$ cat config.mk
export PLATFORM = sky130hd
export DESIGN_NAME = line_command_parser
export DESIGN_NICKNAME = d
export VERILOG_FILES = /design/src/rtl/core/lcp_pkg.sv /design/src/rtl/core/lcp_parse_core.sv /design/src/rtl/core/line_command_parser.sv
export SDC_FILE = /design/constraint.sdc
export NUM_CORES = 1
export LEC_CHECK = 0
export BUFFER_PORTS_ARGS = -buffer_cell sky130_fd_sc_hd__buf_2
export CAP_MARGIN = 20
export CORE_MARGIN = 3
export CORE_UTILIZATION = 57
export CTS_CLUSTER_DIAMETER = 50
export DETAILED_ROUTE_END_ITERATION = 16
export HOLD_SLACK_MARGIN = 0.08
export PLACE_DENSITY = 0.76
export SETUP_SLACK_MARGIN = 0.5
export SKIP_CTS_REPAIR_TIMING = 1
export SYNTH_ARGS = -nofsm -noshare
export SYNTH_HDL_FRONTEND = slang
export SYNTH_SLANG_ARGS = --single-unit
$ cat constraint.sdc
create_clock -name clk -period 6.1 [get_ports clk]
set_input_delay 0.305 -clock clk [delete_from_list [all_inputs] [get_ports clk]]
set_output_delay 0.305 -clock clk [all_outputs]
set_load 0.01 [all_outputs]
$ cat src/rtl/core/lcp_pkg.sv
`timescale 1ns / 1ps
// ----------------------------------------------------------------------------
// lcp_pkg: shared types and constants of the line command parser
// Command codes, the result struct passed from the parse core to the top
// level, and the characters the parser recognizes.
// ----------------------------------------------------------------------------
package lcp_pkg;

  // Command codes carried on the result channel
  typedef enum logic [1:0] {
    CMD_INVALID = 2'd0,
    CMD_ON      = 2'd1,
    CMD_OFF     = 2'd2,
    CMD_KEEP    = 2'd3
  } cmd_t;

  // One result from the parse core for the current byte
  typedef struct packed {
    logic        emit;
    cmd_t        cmd;
    logic [31:0] minutes;
  } lcp_result_t;

  // Characters of interest
  localparam logic [7:0] CHR_ONE   = 8'h31;
  localparam logic [7:0] CHR_ZERO  = 8'h30;
  localparam logic [7:0] CHR_NINE  = 8'h39;
  localparam logic [7:0] CHR_CR    = 8'h0D;
  localparam logic [7:0] CHR_LF    = 8'h0A;
  localparam logic [7:0] CHR_NUL   = 8'h00;
  localparam logic [7:0] CHR_SPACE = 8'h20;
  localparam logic [7:0] CHR_TAB   = 8'h09;
  localparam logic [7:0] CHR_VT    = 8'h0B;
  localparam logic [7:0] CHR_FF    = 8'h0C;
  localparam logic [7:0] CHR_PLUS  = 8'h2B;
  localparam logic [7:0] CHR_MINUS = 8'h2D;

  // Length of the "KEEP " prefix
  localparam logic [2:0] PREFIX_LEN = 3'd5;

  // Character of the "KEEP " prefix at a given position
  function automatic logic [7:0] keep_char(input logic [2:0] idx);
    logic [7:0] c;
    case (idx)
      3'd0:    c = 8'h4B; // K
      3'd1:    c = 8'h45; // E
      3'd2:    c = 8'h45; // E
      3'd3:    c = 8'h50; // P
      3'd4:    c = 8'h20; // space
      default: c = 8'h00;
    endcase
    return c;
  endfunction

endpackage

$ cat src/rtl/core/lcp_parse_core.sv
`timescale 1ns / 1ps
// ----------------------------------------------------------------------------
// lcp_parse_core: per-byte line parser state and update logic
// Holds the running line state (length, prefix match, number reader) and
// computes the result caused by the presented byte in a single pass.
// ----------------------------------------------------------------------------
module lcp_parse_core #(
  parameter int LINE_BYTES = 32
) (
  input  logic                 clk,
  input  logic                 rst_n,
  input  logic                 step_en,
  input  logic [7:0]           rx_byte,
  output lcp_pkg::lcp_result_t res
);

  localparam int LEN_W = $clog2(LINE_BYTES);
  localparam logic [LEN_W-1:0] LEN_LIMIT = LEN_W'(LINE_BYTES - 1);

  typedef enum logic [1:0] {
    NUM_SKIP   = 2'd0,
    NUM_DIGITS = 2'd1,
    NUM_STOP   = 2'd2
  } num_phase_t;

  logic [LEN_W-1:0] line_len_r,   line_len_nxt;
  logic [2:0]       prefix_r,     prefix_nxt;
  logic             failed_r,     failed_nxt;
  num_phase_t       phase_r,      phase_nxt;
  logic             negative_r,   negative_nxt;
  logic [31:0]      acc_r,        acc_nxt;
  logic             ended_r,      ended_nxt;

  logic        is_digit;
  logic        is_blank;
  logic [31:0] digit_val;
  logic [31:0] acc_times10;
  logic [31:0] value;

  // Character classes and number arithmetic
  assign is_digit    = (rx_byte >= lcp_pkg::CHR_ZERO) && (rx_byte <= lcp_pkg::CHR_NINE);
  assign is_blank    = (rx_byte == lcp_pkg::CHR_SPACE) || (rx_byte == lcp_pkg::CHR_TAB) ||
                       (rx_byte == lcp_pkg::CHR_VT)    || (rx_byte == lcp_pkg::CHR_FF);
  assign digit_val   = {28'd0, rx_byte[3:0]};
  assign acc_times10 = {acc_r[28:0], 3'b000} + {acc_r[30:0], 1'b0};
  assign value       = negative_r ? (32'd0 - acc_r) : acc_r;

  // Next state and result for the presented byte
  always_comb begin
    line_len_nxt = line_len_r;
    prefix_nxt   = prefix_r;
    failed_nxt   = failed_r;
    phase_nxt    = phase_r;
    negative_nxt = negative_r;
    acc_nxt      = acc_r;
    ended_nxt    = ended_r;
    res          = '0;

    if ((rx_byte == lcp_pkg::CHR_ONE) || (rx_byte == lcp_pkg::CHR_ZERO)) begin
      // immediate on/off, line restarts
      res.emit     = 1'b1;
      res.cmd      = (rx_byte == lcp_pkg::CHR_ONE) ? lcp_pkg::CMD_ON : lcp_pkg::CMD_OFF;
      line_len_nxt = '0;
      prefix_nxt   = '0;
      failed_nxt   = 1'b0;
      phase_nxt    = NUM_SKIP;
      negative_nxt = 1'b0;
      acc_nxt      = '0;
      ended_nxt    = 1'b0;
    end else if ((rx_byte == lcp_pkg::CHR_CR) || (rx_byte == lcp_pkg::CHR_LF)) begin
      // end of line: emit only for a non-empty line
      if (line_len_r != '0) begin
        res.emit = 1'b1;
        if (!failed_r && (prefix_r == lcp_pkg::PREFIX_LEN) && (value != 32'd0)) begin
          res.cmd     = lcp_pkg::CMD_KEEP;
          res.minutes = value;
        end else begin
          res.cmd     = lcp_pkg::CMD_INVALID;
        end
      end
      line_len_nxt = '0;
      prefix_nxt   = '0;
      failed_nxt   = 1'b0;
      phase_nxt    = NUM_SKIP;
      negative_nxt = 1'b0;
      acc_nxt      = '0;
      ended_nxt    = 1'b0;
    end else if (line_len_r >= LEN_LIMIT) begin
      // overlong line is dropped
      line_len_nxt = '0;
      prefix_nxt   = '0;
      failed_nxt   = 1'b0;
      phase_nxt    = NUM_SKIP;
      negative_nxt = 1'b0;
      acc_nxt      = '0;
      ended_nxt    = 1'b0;
    end else begin
      if (!ended_r) begin
        if (rx_byte == lcp_pkg::CHR_NUL) begin
          ended_nxt = 1'b1;
          if (prefix_r < lcp_pkg::PREFIX_LEN) begin
            failed_nxt = 1'b1;
          end
        end else if (!failed_r) begin
          if (prefix_r < lcp_pkg::PREFIX_LEN) begin
            if (rx_byte == lcp_pkg::keep_char(prefix_r)) begin
              prefix_nxt = prefix_r + 3'd1;
            end else begin
              failed_nxt = 1'b1;
            end
          end else begin
            // atoi-style number reader
            unique case (phase_r)
              NUM_SKIP: begin
                if (!is_blank) begin
                  if (rx_byte == lcp_pkg::CHR_PLUS) begin
                    phase_nxt = NUM_DIGITS;
                  end else if (rx_byte == lcp_pkg::CHR_MINUS) begin
                    negative_nxt = 1'b1;
                    phase_nxt    = NUM_DIGITS;
                  end else if (is_digit) begin
                    acc_nxt   = digit_val;
                    phase_nxt = NUM_DIGITS;
                  end else begin
                    phase_nxt = NUM_STOP;
                  end
                end
              end
              NUM_DIGITS: begin
                if (is_digit) begin
                  acc_nxt = acc_times10 + digit_val;
                end else begin
                  phase_nxt = NUM_STOP;
                end
              end
              default: begin
                phase_nxt = phase_r;
              end
            endcase
          end
        end
      end
      line_len_nxt = line_len_r + LEN_W'(1);
    end
  end

  // State registers, updated once per processed beat
  always_ff @(posedge clk) begin
    if (!rst_n) begin
      line_len_r <= '0;
      prefix_r   <= '0;
      failed_r   <= 1'b0;
      phase_r    <= NUM_SKIP;
      negative_r <= 1'b0;
      acc_r      <= '0;
      ended_r    <= 1'b0;
    end else if (step_en) begin
      line_len_r <= line_len_nxt;
      prefix_r   <= prefix_nxt;
      failed_r   <= failed_nxt;
      phase_r    <= phase_nxt;
      negative_r <= negative_nxt;
      acc_r      <= acc_nxt;
      ended_r    <= ended_nxt;
    end
  end

`ifndef SYNTHESIS
  a_prefix_range: assert property (@(posedge clk) disable iff (!rst_n)
    prefix_r <= lcp_pkg::PREFIX_LEN)
    else $error("prefix progress beyond KEEP text");

  a_len_range: assert property (@(posedge clk) disable iff (!rst_n)
    line_len_r <= LEN_LIMIT)
    else $error("line length beyond limit");

  a_keep_nonzero: assert property (@(posedge clk) disable iff (!rst_n)
    (res.emit && (res.cmd == lcp_pkg::CMD_KEEP)) |-> (res.minutes != 32'd0))
    else $error("keep-on result with zero minutes");

  a_other_zero: assert property (@(posedge clk) disable iff (!rst_n)
    (res.emit && (res.cmd != lcp_pkg::CMD_KEEP)) |-> (res.minutes == 32'd0))
    else $error("non keep-on result with nonzero minutes");
`endif

endmodule

$ cat src/rtl/core/line_command_parser.sv
`timescale 1ns / 1ps
// ----------------------------------------------------------------------------
// line_command_parser: serial text line to command decoder
// Turns received bytes into ON, OFF, KEEP_ON and INVALID commands.
// ----------------------------------------------------------------------------
// Usage:
//   Input channel (in_valid / in_stall / in_rx_byte) takes one received byte
//   per beat. Output channel (out_valid / out_stall / out_command /
//   out_minutes) delivers at most one command per input byte: '1' and '0'
//   give ON and OFF at once, CR or LF closes a non-empty line with KEEP_ON
//   (minutes != 0) or INVALID. Other bytes give no result.
//   Path: a byte is registered in the input register on acceptance, and its
//   command is then registered in the output register once that register
//   is free to take it.
//   Throughput: one byte per cycle while out_stall is low; the whole per-byte
//   update is a single pass between the input and the output register.
//   Stall: out_stall holds the output beat; the input register keeps
//   filling until its byte must wait for the output slot, then in_stall
//   rises. No beat is lost or repeated.
//   Reset (rst_n low, synchronous): both registers empty, line state
//   cleared to an empty line.
// ----------------------------------------------------------------------------
module line_command_parser #(
  parameter int LINE_BYTES = 32
) (
  input  logic        clk,
  input  logic        rst_n,
  input  logic        in_valid,
  output logic        in_stall,
  input  logic [7:0]  in_rx_byte,
  output logic        out_valid,
  input  logic        out_stall,
  output logic [1:0]  out_command,
  output logic [31:0] out_minutes
);

  logic        stage_valid_r, stage_valid_nxt;
  logic [7:0]  stage_byte_r;
  logic        out_valid_r,   out_valid_nxt;
  logic [1:0]  out_cmd_r;
  logic [31:0] out_min_r;
  logic        out_free;
  logic        advance;
  logic        in_take;
  lcp_pkg::lcp_result_t res;

  // Handshake control
  assign out_free = !out_valid_r || !out_stall;
  assign advance  = stage_valid_r && out_free;
  assign in_stall = stage_valid_r && !advance;
  assign in_take  = in_valid && !in_stall;

  assign stage_valid_nxt = in_take ? 1'b1 : (advance ? 1'b0 : stage_valid_r);
  assign out_valid_nxt   = out_free ? (advance && res.emit) : out_valid_r;

  // Parser state and per-byte logic
  lcp_parse_core #(
    .LINE_BYTES(LINE_BYTES)
  ) u_core (
    .clk     (clk),
    .rst_n   (rst_n),
    .step_en (advance),
    .rx_byte (stage_byte_r),
    .res     (res)
  );

  // Input and output registers
  always_ff @(posedge clk) begin
    if (!rst_n) begin
      stage_valid_r <= 1'b0;
      out_valid_r   <= 1'b0;
    end else begin
      stage_valid_r <= stage_valid_nxt;
      out_valid_r   <= out_valid_nxt;
    end
    if (in_take) begin
      stage_byte_r <= in_rx_byte;
    end
    if (out_free) begin
      out_cmd_r <= res.cmd;
      out_min_r <= res.minutes;
    end
  end

  assign out_valid   = out_valid_r;
  assign out_command = out_cmd_r;
  assign out_minutes = out_min_r;

`ifndef SYNTHESIS
  a_stall_cause: assert property (@(posedge clk) disable iff (!rst_n)
    in_stall |-> (stage_valid_r && out_valid_r && out_stall))
    else $error("input stalled without a blocked output");

  a_emit_lands: assert property (@(posedge clk) disable iff (!rst_n)
    (advance && res.emit) |=> out_valid_r)
    else $error("emitted command did not reach output register");

  a_silent_clears: assert property (@(posedge clk) disable iff (!rst_n)
    (out_free && !(advance && res.emit)) |=> !out_valid_r)
    else $error("output valid without an emitted command");
`endif

endmodule

Word-level counts from Yosys, hierarchy flattened
Index checks and enable logic that the tools add are counted.
{ "op_classes": {"reduce_logical": 36, "add_sub_neg": 5, "mux": 79, "n_lt_le_gt_ge": 4, "n_bitwise": 3, "eq_ne": 30} }
{ "ops": {"columns": ["op", "n"], "rows": [
  ["32-bit two-way mux", 14],
  ["35-bit two-way mux", 2],
  ["32-bit one-hot mux with 2 select lines", 1],
  ["8-bit two-way mux", 7],
  ["8-bit by 4-bit == test with 1-bit output (second input constant)", 5],
  ["8-bit by 6-bit == test with 1-bit output (second input constant)", 5],
  ["32-bit adder", 1],
  ["32-bit by 4-bit adder with 32-bit output", 1],
  ["32-bit nonzero test", 1],
  ["1-bit by 32-bit subtractor with 32-bit output (first input constant)", 1],
  ["2-bit two-way mux", 14],
  ["7-bit one-hot mux with 4 select lines", 1],
  ["1-bit two-way mux", 27],
  ["3-bit two-way mux", 9],
  ["4-bit nonzero test", 4],
  ["5-bit two-way mux", 3],
  ["5-bit by 2-bit != test with 1-bit output (second input constant)", 3],
  ["4-bit by 1-bit != test with 1-bit output (second input constant)", 3],
  ["4-bit != test (second input constant)", 3],
  ["11-bit AND reduction", 1],
  ["5-bit by 1-bit != test with 1-bit output (second input constant)", 2],
  ["5-bit != test (second input constant)", 2],
  ["5-bit nonzero test", 2],
  ["9-bit AND reduction", 1],
  ["25 further kinds", 44]
]} }
{ "totals": {"inputBits": 12, "word_cells": 169, "register_bits": 89, "output_inout_bits": 36} }

Longest topological paths before layout
{ "depth": {"ltp_word": 19, "mapped_depth": 14} }

Hierarchy
Synthesis repeated with hierarchy kept, for this count alone.
{ "hier_totals": {"cells_unflattened": 791, "hier_area_um2": 6832.8} }
{ "modules_own_cells": {"columns": ["mod", "cells_each", "instances", "seq_area_each_um2", "area_each_um2"], "rows": [
  ["lcp_parse_core", 740, 1, 900.9, 5485.3],
  ["line_command_parser", 51, 1, 1301.2, 1347.5]
]} }

Least setup slack after synthesis
No wires, ideal clock.
{ "synth_path": {"kind": "register -> register", "startpoint": "register stage_byte_r[3]", "endpoint": "register u_core.acc_r[31]", "path_slack_ps": 2754, "path_stages_with_launch": 15, "arrival_time_ps": 3217, "path_cell_list": "edfxtp_1 clkbuf_1 inv_1 fa_1 inv_1 ha_1 a21o_1 a21oi_1 o21ai_0 a31o_2 a41oi_1 o2111ai_1 a31oi_1 xnor2_1 o21ai_0"} }
{ "synth_between": {"elab_chain_len": 10, "word_cells_on_any_way": 40, "cone_classes": "add/sub: 1; order compare: 2; eq/ne: 19; mux: 9; reduce/logical: 9"} }
{ "synth_rtl": {"columns": ["item", "line", "rtl"], "rows": [
  ["start, declared", "line_command_parser.sv:38", "logic [7:0] stage_byte_r;"],
  ["start signal, assigned", "line_command_parser.sv:77", "stage_byte_r <= in_rx_byte;"],
  ["32-bit by 4-bit adder with 32-bit output", "lcp_parse_core.sv:131", "acc_nxt = acc_times10 + digit_val;"],
  ["32-bit two-way mux", "lcp_parse_core.sv:130", "if (is_digit) begin"],
  ["32-bit one-hot mux with 2 select lines", "lcp_parse_core.sv:113", "unique case (phase_r)"],
  ["32-bit two-way mux", "lcp_parse_core.sv:105", "if (prefix_r < lcp_pkg::PREFIX_LEN) begin"],
  ["32-bit two-way mux", "lcp_parse_core.sv:104", "end else if (!failed_r) begin"],
  ["32-bit two-way mux", "lcp_parse_core.sv:99", "if (rx_byte == lcp_pkg::CHR_NUL) begin"],
  ["32-bit two-way mux", "lcp_parse_core.sv:98", "if (!ended_r) begin"],
  ["32-bit two-way mux", "lcp_parse_core.sv:88", "end else if (line_len_r >= LEN_LIMIT) begin"],
  ["32-bit two-way mux", "lcp_parse_core.sv:70", "end else if ((rx_byte == lcp_pkg::CHR_CR) || (rx_byte == lcp_pkg::CHR_LF)) begin"],
  ["32-bit two-way mux", "lcp_parse_core.sv:59", "if ((rx_byte == lcp_pkg::CHR_ONE) || (rx_byte == lcp_pkg::CHR_ZERO)) begin"],
  ["end signal, assigned", "lcp_parse_core.sv:163", "acc_r <= acc_nxt;"],
  ["end, declared", "lcp_parse_core.sv:31", "logic [31:0] acc_r, acc_nxt;"]
]} }
Parallel ways exist; a longest one is shown, timed or not. The select of a mux whose other input is x is not followed.
A chain may end at the register's enable or synchronous reset.

Final worst setup path
{ "layout_path": {"startpoint": "register u_core.acc_r[2]", "endpoint": "register u_core.acc_r[31]"} }
{ "layout_between": {"elab_chain_len": 11} }
{ "layout_rtl": {"columns": ["item", "line", "rtl"], "rows": [
  ["32-bit adder", "lcp_parse_core.sv:45", "assign acc_times10 = {acc_r[28:0], 3'b000} + {acc_r[30:0], 1'b0};"],
  ["32-bit by 4-bit adder with 32-bit output", "lcp_parse_core.sv:131", null],
  ["32-bit two-way mux", "lcp_parse_core.sv:130", null],
  ["32-bit one-hot mux with 2 select lines", "lcp_parse_core.sv:113", null],
  ["32-bit two-way mux", "lcp_parse_core.sv:105", null],
  ["32-bit two-way mux", "lcp_parse_core.sv:104", null],
  ["32-bit two-way mux", "lcp_parse_core.sv:99", null],
  ["32-bit two-way mux", "lcp_parse_core.sv:98", null],
  ["32-bit two-way mux", "lcp_parse_core.sv:88", null],
  ["32-bit two-way mux", "lcp_parse_core.sv:70", null],
  ["32-bit two-way mux", "lcp_parse_core.sv:59", null]
]} }
No other way between the ends. The select of a mux whose other input is x is not followed.

==> impl_metrics.env <==
export IMPL_antenna_found_initial=0
export IMPL_area_growth_pct=8.477
export IMPL_wire_per_inst_um=16.59
export IMPL_end_kind="flip-flop"
export IMPL_syn_area_um2=6834
export IMPL_drtIter0Drc=496
export IMPL_rsz0062_at_grt="no"
export IMPL_power_frac_comb_pct=2.7
export IMPL_synth_mux_area_fraction_pct=1.483
export IMPL_post_route_min_period_ns=3.770
export IMPL_yosys_warnings=0
export IMPL_drv_slew=0
export IMPL_finalSetupTns_ns=0
export IMPL_numClockSinks=89
export IMPL_yosysUniqueCellTypes=68
export IMPL_cts_buffers=9
export IMPL_die_area_um2=13340
export IMPL_syn_area_per_cell_um2=8.739
export IMPL_status="completed"
export IMPL_antenna_cells=0
export IMPL_rr_worst_depth=13
export IMPL_cts_root_buf="clkbuf_16"
export IMPL_relSlewSlack_pct=35.93
export IMPL_fin_ws_ns=2.330
export IMPL_setup_violations=0
export IMPL_critPathLaunch="u_core.acc_r[2]"
export IMPL_p_leak_nw=3.334
export IMPL_path_class="flip-flop to flip-flop"
export IMPL_r2r_start="u_core.acc_r[2]"
export IMPL_clk_latency_ns=0.36
export IMPL_cp_start_kind="flip-flop"
export IMPL_async_flop_share_pct=0
export IMPL_gp_congestion=0.8889
export IMPL_clkPwrFrac_pct=47.8
export IMPL_hold_viol=0
export IMPL_holdPathStages=1
export IMPL_grt_pass1_wl_um=26120
export IMPL_place_ws_ns=2.334
export IMPL_tightest_slew_ns=0.9598
export IMPL_hold_start="in_rx_byte[1]"
export IMPL_grt_overflow=0
export IMPL_p_seq_share_pct=49.5
export IMPL_synth_yosys_seq_area_share_pct=32.22
export IMPL_synth_edf_count=42
export IMPL_arrival_ns=3.99
export IMPL_sw_frac_of_total_pct=21.67
export IMPL_syn_num_nets=864
export IMPL_core_area_um2=11560
export IMPL_peakVddDrop_v=0.00009818
export IMPL_fin_nets=880
export IMPL_fin_skew_ns=0.01214
export IMPL_rows=39
export IMPL_synth_top_family_by_area="simple AND/OR/NAND/NOR gates"
export IMPL_grt_max_degree=38
export IMPL_die_width_um=115.5
export IMPL_cts_tree="yes"
export IMPL_dieHeight_um=115.5
export IMPL_start_util_pct=59.09
export IMPL_worstHoldPathType="input pin to flip-flop"
export IMPL_cts_max_level=3
export IMPL_synth_fa_ha_area_share_pct=13.04
export IMPL_fin_util_pct=64.10
export IMPL_drv_cap=0
export IMPL_routed_wirelength_um=15700
export IMPL_synth_ff_type="dfxtp_1"
export IMPL_synth_compound_area_share_pct=19.39
export IMPL_fmax_mhz=265.3
export IMPL_worstPathMaxFanout=11
export IMPL_synth_cells=782
export IMPL_clockBufferDepth=2
export IMPL_drive_above_1_share_pct=12.08
export IMPL_clk_pin_slew_worst_paths_ns=0.07
export IMPL_io_pins=48
export IMPL_synth_simple_area_share_pct=21.84
export IMPL_power_density_nw_per_um2=172.8
export IMPL_dr_total_vias=5786
export IMPL_drc_errors=0
export IMPL_synth_xor_area_share_pct=7.689
export IMPL_worst_r2r_setup_slack_ns=2.33
export IMPL_fin_crit_sh_pct=61.80
export IMPL_viasPerCell=6.116
export IMPL_hpwlAfterDp_um=11700
export IMPL_p_int_w=0.001003
export IMPL_ant_nets=0
export IMPL_grt_pass1_vias=5345
export IMPL_dr_pass1_iters=5
export IMPL_grt_util_all_layers_pct=24.35
export IMPL_portBuffers=47
export IMPL_p_switching_w=0.0002776
export IMPL_ys_ff_latch=89
export IMPL_required_ns=6.32
kinds of logic after synthesis:
logic type / Yosys count
AOI/OAI and AO/OA: 203
xor gates and xnor gates: 60
adders and majority gates: 70
buffers and inverters: 72
DFF: 89
muxes: 10
and+or+nand+nor: 278
cell usage after synthesis (10+ instances only):
| library cell | number | share of area [%] |
|---|---|---|
| ha_1 | 68 | 12 |
| nor3_1 | 16 | 1.2 |
| o21ai_0 | 59 | 4.3 |
| nand3_1 | 13 | 0.95 |
| nor2_1 | 61 | 3.4 |
| edfxtp_1 | 42 | 18 |
| inv_1 | 26 | 1.4 |
| dfxtp_1 | 47 | 14 |
| xor2_1 | 45 | 5.8 |
| a21o_1 | 17 | 1.9 |
| nor2_2 | 10 | 0.92 |
| nand4_1 | 10 | 0.92 |
| nand2_1 | 70 | 3.8 |
| nor2b_1 | 32 | 2.9 |
| a31oi_1 | 11 | 1.0 |
| a22oi_1 | 13 | 1.4 |
| nand2b_1 | 10 | 0.92 |
| a21oi_1 | 33 | 2.4 |
| clkbuf_1 | 33 | 1.8 |
| xnor2_1 | 15 | 1.9 |
flip-flops by register name, indices dropped and copies added, names as in the netlist:
register,cells
u_core.failed_r,1
u_core.prefix_r,3
u_core.line_len_r,5
u_core.phase_r,2
stage_valid_r,1
out_command,2
stage_byte_r,8
u_core.ended_r,1
u_core.negative_r,1
u_core.acc_r,32
out_valid,1
out_minutes,32
worst max-delay path: stages, from the launching register on:
cell and delay, ns:
dfxtp_1 0.57, inv_1 0.14, fa_1 0.57, inv_1 0.06
ha_1 0.28, a21o_1 0.17, a21oi_1 0.20, o21ai_0 0.22
a31o_2 0.32, a41oi_1 0.42, o2111ai_1 0.21, a31oi_1 0.23
xnor2_1 0.13, o21ai_0 0.09
layout make-up:
class                      instances  area [um^2]
fill                             921         4151
sequential                        89         2202
clock inverter                     7        100.1
tap                              143        178.9
multi-input combinational        621         4344
timing repair buffer              51        265.3
clock buffer                       9        225.2
inverter                          26        97.59
cells in the final DEF (no fill, tap or decap), types with 11 or more instances in the layout:
cell / count
a21o_1: 17
a21oi_1: 33
a22oi_1: 13
a31oi_1: 11
buf_2: 47
dfxtp_1: 47
edfxtp_1: 42
ha_1: 68
inv_1: 26
nand2_1: 70
nand3_1: 13
nor2_1: 61
nor2b_1: 32
nor3_1: 16
o21ai_0: 58
xnor2_1: 15
xor2_1: 45
stage by stage:
step / hold slack [ns] / std cells / cell area (um^2) / power, W
global placement: 0.4818 / 930 / 7088 / 0.0006790
detailed placement: 0.4841 / 930 / 7088 / 0.0006803
floorplan: 0.4039 / 782 / 6834 / 0.0006688
CTS: 0.1118 / 946 / 7413 / 0.001292
finish: 0.1188 / 946 / 7413 / 0.001281
global route: 0.1064 / 946 / 7413 / 0.001321
routing by layer:
metal	GRT usage, %	part of all wire, %
met1	35.75	49
met2	36.07	43
met3	5.640	7.0
met4	6.573	1.4
met5	0	0
final timing paths:
path / to
min reg2reg: u_core.ended_r
max: u_core.acc_r[31]
max reg2reg: u_core.acc_r[31]
min: stage_byte_r[1]
power groups by stage:
stage / registers (W) / logic, W / clock network [W]
2_1_floorplan: 0.000642 / 0.0000266 / 0
3_3_place_gp: 0.000646 / 0.0000325 / 0
3_5_place_dp: 0.000647 / 0.0000336 / 0
4_1_cts: 0.000634 / 0.0000339 / 0.000624
5_1_grt: 0.000634 / 0.0000386 / 0.000648
6_report: 0.000634 / 0.0000341 / 0.000613
(Power assumes the default switching activity.)
